`src/sv/tnpe_pkg.sv`:
```
// ----------------------------------------------------------------------------
// Track nearest point encoder package
// Shared types and constants for the controller and the datapath.
// ----------------------------------------------------------------------------
package tnpe_pkg;

  localparam int TRACK_DEPTH  = 1024;
  localparam int IDX_W        = 10;
  localparam int SMP_W        = 10;
  localparam int CPOS_W       = 7;
  localparam int POS_W        = 32;
  localparam int CMD_W        = 3;
  localparam int THR_W        = 10;
  localparam int CFG_IDX_W    = 1;
  localparam int DIST_W       = 22;
  localparam int SQ_W         = 21;
  localparam int DIFF_W       = SMP_W + 1;
  localparam int COARSE_SHIFT = 3;
  localparam int BOUND_SHIFT  = 6;

  localparam logic [DIST_W-1:0] START_DIST = DIST_W'(32'h7FFF);
  localparam logic [THR_W-1:0]  LAP_LO_RST = THR_W'(256);
  localparam logic [THR_W-1:0]  LAP_HI_RST = THR_W'(768);

  localparam logic [CFG_IDX_W-1:0] CFG_LAP_LO = 1'b0;
  localparam logic [CFG_IDX_W-1:0] CFG_LAP_HI = 1'b1;

  typedef enum logic [CMD_W-1:0] {
    CMD_SAMPLE    = 3'd0,
    CMD_LOAD_FINE = 3'd1,
    CMD_LOAD_CRS  = 3'd2,
    CMD_SET_POS   = 3'd3,
    CMD_CLR_LAPS  = 3'd4
  } cmd_t;

  typedef enum logic [2:0] {
    ST_IDLE,
    ST_C_ISS,
    ST_C_DRN,
    ST_W1_ISS,
    ST_W1_DRN,
    ST_W2_ISS,
    ST_W2_DRN
  } state_t;

  typedef struct packed {
    logic wr_fine;
    logic wr_coarse;
    logic set_pos;
    logic clr_laps;
    logic start;
    logic issue;
    logic bound;
    logic start_fine;
    logic finish;
  } ctl_t;

  typedef struct packed {
    logic last;
    logic empty;
    logic out_free;
  } sts_t;

endpackage

```
`src/sv/tnpe_ctrl.sv`:
```
// ----------------------------------------------------------------------------
// Track nearest point encoder controller
// Decodes commands and sequences the coarse and two window passes.
// ----------------------------------------------------------------------------
module tnpe_ctrl (
  input  logic                         clk,
  input  logic                         rst_n,
  input  logic                         in_valid,
  output logic                         in_ready,
  input  logic [tnpe_pkg::CMD_W-1:0]   in_cmd,
  input  tnpe_pkg::sts_t               sts,
  output tnpe_pkg::ctl_t               ctl
);

  tnpe_pkg::state_t state_r, state_nxt;

  always_ff @(posedge clk) begin
    if (!rst_n) begin
      state_r <= tnpe_pkg::ST_IDLE;
    end else begin
      state_r <= state_nxt;
    end
  end

  always_comb begin
    state_nxt = state_r;
    ctl       = '0;
    in_ready  = 1'b0;
    unique case (state_r)
      tnpe_pkg::ST_IDLE: begin
        in_ready = 1'b1;
        if (in_valid) begin
          unique case (tnpe_pkg::cmd_t'(in_cmd))
            tnpe_pkg::CMD_SAMPLE: begin
              ctl.start = 1'b1;
              state_nxt = tnpe_pkg::ST_C_ISS;
            end
            tnpe_pkg::CMD_LOAD_FINE: ctl.wr_fine   = 1'b1;
            tnpe_pkg::CMD_LOAD_CRS:  ctl.wr_coarse = 1'b1;
            tnpe_pkg::CMD_SET_POS:   ctl.set_pos   = 1'b1;
            tnpe_pkg::CMD_CLR_LAPS:  ctl.clr_laps  = 1'b1;
            default: ;
          endcase
        end
      end
      tnpe_pkg::ST_C_ISS: begin
        ctl.issue = 1'b1;
        if (sts.last) state_nxt = tnpe_pkg::ST_C_DRN;
      end
      tnpe_pkg::ST_C_DRN: begin
        if (sts.empty) begin
          ctl.bound = 1'b1;
          state_nxt = tnpe_pkg::ST_W1_ISS;
        end
      end
      tnpe_pkg::ST_W1_ISS: begin
        ctl.issue = 1'b1;
        if (sts.last) state_nxt = tnpe_pkg::ST_W1_DRN;
      end
      tnpe_pkg::ST_W1_DRN: begin
        if (sts.empty) begin
          ctl.start_fine = 1'b1;
          state_nxt      = tnpe_pkg::ST_W2_ISS;
        end
      end
      tnpe_pkg::ST_W2_ISS: begin
        ctl.issue = 1'b1;
        if (sts.last) state_nxt = tnpe_pkg::ST_W2_DRN;
      end
      tnpe_pkg::ST_W2_DRN: begin
        if (sts.empty && sts.out_free) begin
          ctl.finish = 1'b1;
          state_nxt  = tnpe_pkg::ST_IDLE;
        end
      end
      default: state_nxt = tnpe_pkg::ST_IDLE;
    endcase
  end

endmodule

```
`config.mk`:
```
export PLATFORM = sky130hd
export DESIGN_NAME = tnpe_ctrl
export DESIGN_NICKNAME = d
export VERILOG_FILES = /design/src/sv/tnpe_pkg.sv /design/src/sv/tnpe_ctrl.sv
export SDC_FILE = /design/constraint.sdc
export NUM_CORES = 1
export LEC_CHECK = 0
export BUFFER_PORTS_ARGS = -buffer_cell sky130_fd_sc_hd__buf_2
export CORE_AREA = 3 3 40 42
export CTS_BUF_LIST = sky130_fd_sc_hd__clkbuf_2
export CTS_CLUSTER_SIZE = 16
export DETAILED_ROUTE_END_ITERATION = 8
export DIE_AREA = 0 0 43 45
export MAX_ROUTING_LAYER = met4
export SYNTH_ARGS = -nofsm -noshare
export SYNTH_HDL_FRONTEND = slang
export SYNTH_SLANG_ARGS = --single-unit
```
`constraint.sdc`:
```
create_clock -name clk -period 2.7 [get_ports clk]
set_clock_uncertainty 0.1 [all_clocks]
set_input_delay 0.54 -clock clk [delete_from_list [all_inputs] [get_ports clk]]
set_output_delay 0.54 -clock clk [all_outputs]
set_load 0.01 [all_outputs]
```
# Yosys cells after proc, flatten, opt, wreduce, memory -nomap -nowiden
# Index checks and enable logic that the tools add are counted.
[op_classes]
n_eq_ne = 18
muxes = 23
reduce_logical = 5
[ops]
columns = ["op", "n"]
rows = [
  ["3-bit two-way mux", 8],
  ["3-bit one-hot mux with 7 select lines", 1],
  ["2-bit inequality test (second input constant)", 7],
  ["3-bit by 2-bit == test with 1-bit output (second input constant)", 4],
  ["3-bit == test (second input constant)", 4],
  ["1-bit two-way mux", 12],
  ["5-bit two-way mux", 2],
  ["8-bit AND reduction", 1],
  ["3-bit by 1-bit == test with 1-bit output (second input constant)", 2],
  ["3-bit zero test", 2],
  ["3-bit OR reduction", 1],
  ["2-bit by 1-bit inequality test with 1-bit output (second input constant)", 1],
  ["1-bit logical AND", 1],
]
[totals]
register_bits = 3
input_bits = 9

# Longest topological paths before layout
[logic_depth]
depth_word = 4
mapped_depth = 4
mapped_depth_nobuf = 3

# Least setup slack after synthesis
# No wires, ideal clock.
[synth_path]
kind = "in2out"
startpoint = "input in_cmd[2] (netlist name)"
endpoint = "output ctl[4] (netlist name)"
t_arrival_ns = 1.302
required_ns = 2.060
path_slack_ns = 0.758
path_stages = 2
cell_sequence = "or4_4 -> nor3_1"
[synth_rtl]
columns = ["item", "line", "rtl"]
rows = [
  ["start: declaration", "tnpe_ctrl.sv:10", "input logic [tnpe_pkg::CMD_W-1:0] in_cmd,"],
  ["end: declaration", "tnpe_ctrl.sv:12", "output tnpe_pkg::ctl_t ctl"],
]

==> results.py <==
metrics = {
    "cts": {
        "clk_pin_slew_worst_paths_ns": 0.04,
        "post_cts_buffers": 0,
        "clk_latency_ns": 0.20,
        "cts_buffer_depth": 2,
        "numCtsBuffers": 3,
        "cts_hold_buf": 0,
        "post_cts_resized": 0,
        "clock-root-buffer": "clkbuf_2",
        "h-tree-depth": 1,
        "cts_tree": "yes",
        "cts.sinks": 3,
    },
    "power": {
        "sequentialPowerShare_pct": 34.0,
        "sw_frac_of_total_pct": 33.52,
        "p_int_mw": 0.1141,
        "power_mw": 0.1717,
        "switching_power_mw": 0.05755,
        "p_leak_nw": 0.1852,
        "power_density_mw_per_mm2": 431.5,
        "clock_power_share_pct": 35.9,
        "vdd_ir_drop_max_mv": 0.2148,
        "pwr-share-comb_pct": 30.1,
    },
    "global_routing": {
        "grt_max_degree": 14,
        "grt_first_pass_wirelength_mm": 1.262,
        "grt.overflow.total": 0,
        "grt_util_all_layers_pct": 8.997,
        "antenna_found_initial": 0,
        "grt_pass1_vias": 312,
    },
    "hold_path": {
        "hp-class": "primary input to register",
    },
    "final_layout": {
        "largest_reg_flops": 3,
        "largestRegisters": "state_r x3",
        "regMostFlops": "state_r",
        "drive_gt1_share_pct": 40.68,
        "finalNetCount": 69,
        "diodes": 0,
        "areaGrowthSynthToFinish_pct": 38.26,
    },
    "floorplanning": {
        "die_y_um": 45,
        "core.rowCount": 13,
        "io_pins": 19,
        "core_area_mm2": 0.001285,
        "die_area_mm2": 0.001935,
        "floorplan.initialDensity_pct": 22.40,
        "die_w_um": 43,
    },
    "place": {
        "portBuffers": 18,
        "dp_slack_ns": 0.5996,
        "gp_congestion": 0.7858,
        "place_hpwl_um": 588.5,
    },
    "worst_setup_path": {
        "crit_type": "register to output port",
        "crit_fanout": 13,
        "startpoint_type": "register",
        "crit_required_ns": 2.06,
        "crit_path_end_kind": "output port",
        "arrival_ns": 1.52,
        "crit_path_top_delay_cell": "or4_4",
        "path_cells": "or4_4 -> nor3_1 -> buf_2",
        "max_stage_delay_ns": 0.59,
    },
    "drt": {
        "drc": 0,
        "wl_per_cell_um": 10.28,
        "postRouteWirelength_um": 761,
        "vias_per_cell": 4.730,
        "dr.pass1.iters": 3,
        "drt_iter0_markers": 3,
        "vias": 350,
        "drtAntennaViolNets": 0,
    },
    "timing": {
        "setup_viol": 0,
        "fin_ws_ns": 0.5433,
        "max_freq_mhz": 463.7,
        "layout_min_cycle_time_ns": 2.157,
        "finalCritPeriodShare_pct": 79.88,
        "rsz0062_at_grt": "no",
        "hold_viol_final": 0,
        "relSlewSlack_pct": 74.55,
        "finalMaxSlewViolations": 0,
        "tightest_slew_ns": 0.3812,
        "fin_setup_tns_ns": 0,
    },
    "synth": {
        "synth_cells": 40,
        "yosysWarnings": 0,
        "ys_types": 22,
        "syn_area_um2": 287.8,
        "ys_seq_area_share_pct": 20.87,
        "synth_fp_nets": 49,
        "syn_avg_cell_area_um2": 7.194,
        "ys_ff_latch": 3,
    },
    "job": {
        "cap_violations": 0,
    },
    "status": {
        "outcome": "completed",
    },
}
## logic make-up (layout without fill, tap and decap cells)
family | count (synthesis) | count (layout) | share of synthesized area, %
compound gates | 11 | 11 | 25.22
buf+inv | 7 | 26 | 11.74
flops | 3 | 3 | 20.87
simple gates | 19 | 19 | 42.17
## power by group through the flow
| stage | combinational [mW] | sequential (mW) | clock, mW |
|---|---|---|---|
| 2_1_floorplan | 0.0415 | 0.0508 | 0 |
| 3_5_place_dp | 0.0524 | 0.0592 | 0 |
| 5_1_grt | 0.0583 | 0.0602 | 0.0724 |
| 6_report | 0.0517 | 0.0584 | 0.0616 |
| 4_1_cts | 0.0525 | 0.0584 | 0.0654 |
| 3_3_place_gp | 0.0520 | 0.0591 | 0 |
## critical path: cells and delay by family (launching register included)
family | cells | cell delay, ns
and+or+nand+nor | 2 | 0.74
buffers and inverters | 1 | 0.16
DFF | 1 | 0.41
## layout by cell type, fill, tap and decap left out, drive strengths merged
| cell | count |
|---|---|
| a21oi | 3 |
| nand3b | 1 |
| clkbuf | 4 |
| o41ai | 1 |
| nand2 | 1 |
| nor2 | 2 |
| nor4 | 1 |
| nand3 | 1 |
| a31oi | 1 |
| a211oi | 1 |
| a21boi | 2 |
| or4 | 1 |
| buf | 18 |
| nand2b | 3 |
| dfxtp | 3 |
| inv | 4 |
| o21ai | 2 |
| nand4b | 1 |
| a32o | 1 |
| nor3b | 2 |
| nor3 | 6 |
## worst paths after layout
kind	from	endpoint	slack [ns]	cells past startpoint
worst max-delay path	state_r[0]	ctl[7]	0.54	3
worst min register to register	state_r[1]	state_r[2]	0.53	2
worst min-delay path	rst_n	state_r[0]	0.53	2
worst max register to register	state_r[2]	state_r[0]	1.50	2
## synthesized netlist by cell type (all sizes together)
library cell  n  share of area [%]
a21boi        2                5.2
o21ai         2                3.5
clkbuf        2                2.6
a32o          1                3.5
dfxtp         3                 21
inv           4                5.2
buf           1                3.9
nand2b        3                9.1
nand2         1                1.3
nand3b        1                2.6
nor2          2                2.6
a211oi        1                2.6
nand3         1                1.7
a21oi         3                5.2
nor3b         2                5.2
or4           1                3.9
nor4          1                2.2
nor3          6                 10
a31oi         1                2.2
o41ai         1                3.0
nand4b        1                3.0
## layout make-up
class                           instances  area (µm²)
Clock buffer                            4       20.02
Tap cell                               15       18.77
Sequential cell                         3       60.06
Inverter                                4       15.01
Timing Repair Buffer                   18       90.09
Multi-Input combinational cell         30       193.9
Fill cell                             157       887.1
## metrics by stage
stage	util [%]	cells	hold WS (ns)	area, µm²
final	30.96	74	0.5310	397.9
after global routing	30.96	74	0.4973	397.9
after CTS	30.96	74	0.5191	397.9
after detailed placement	29.41	70	0.5295	377.9
after global placement	29.41	70	0.5198	377.9
after floorplan	-	40	0.4653	287.8
## layer usage
layer / GRT usage [%] / wire (µm)
met4: 1.807 / 0
met1: 8.894 / 356
met3: 7.968 / 82
met2: 13.47 / 321
met5: - / 0
Power figures use the tool's default switching activity.
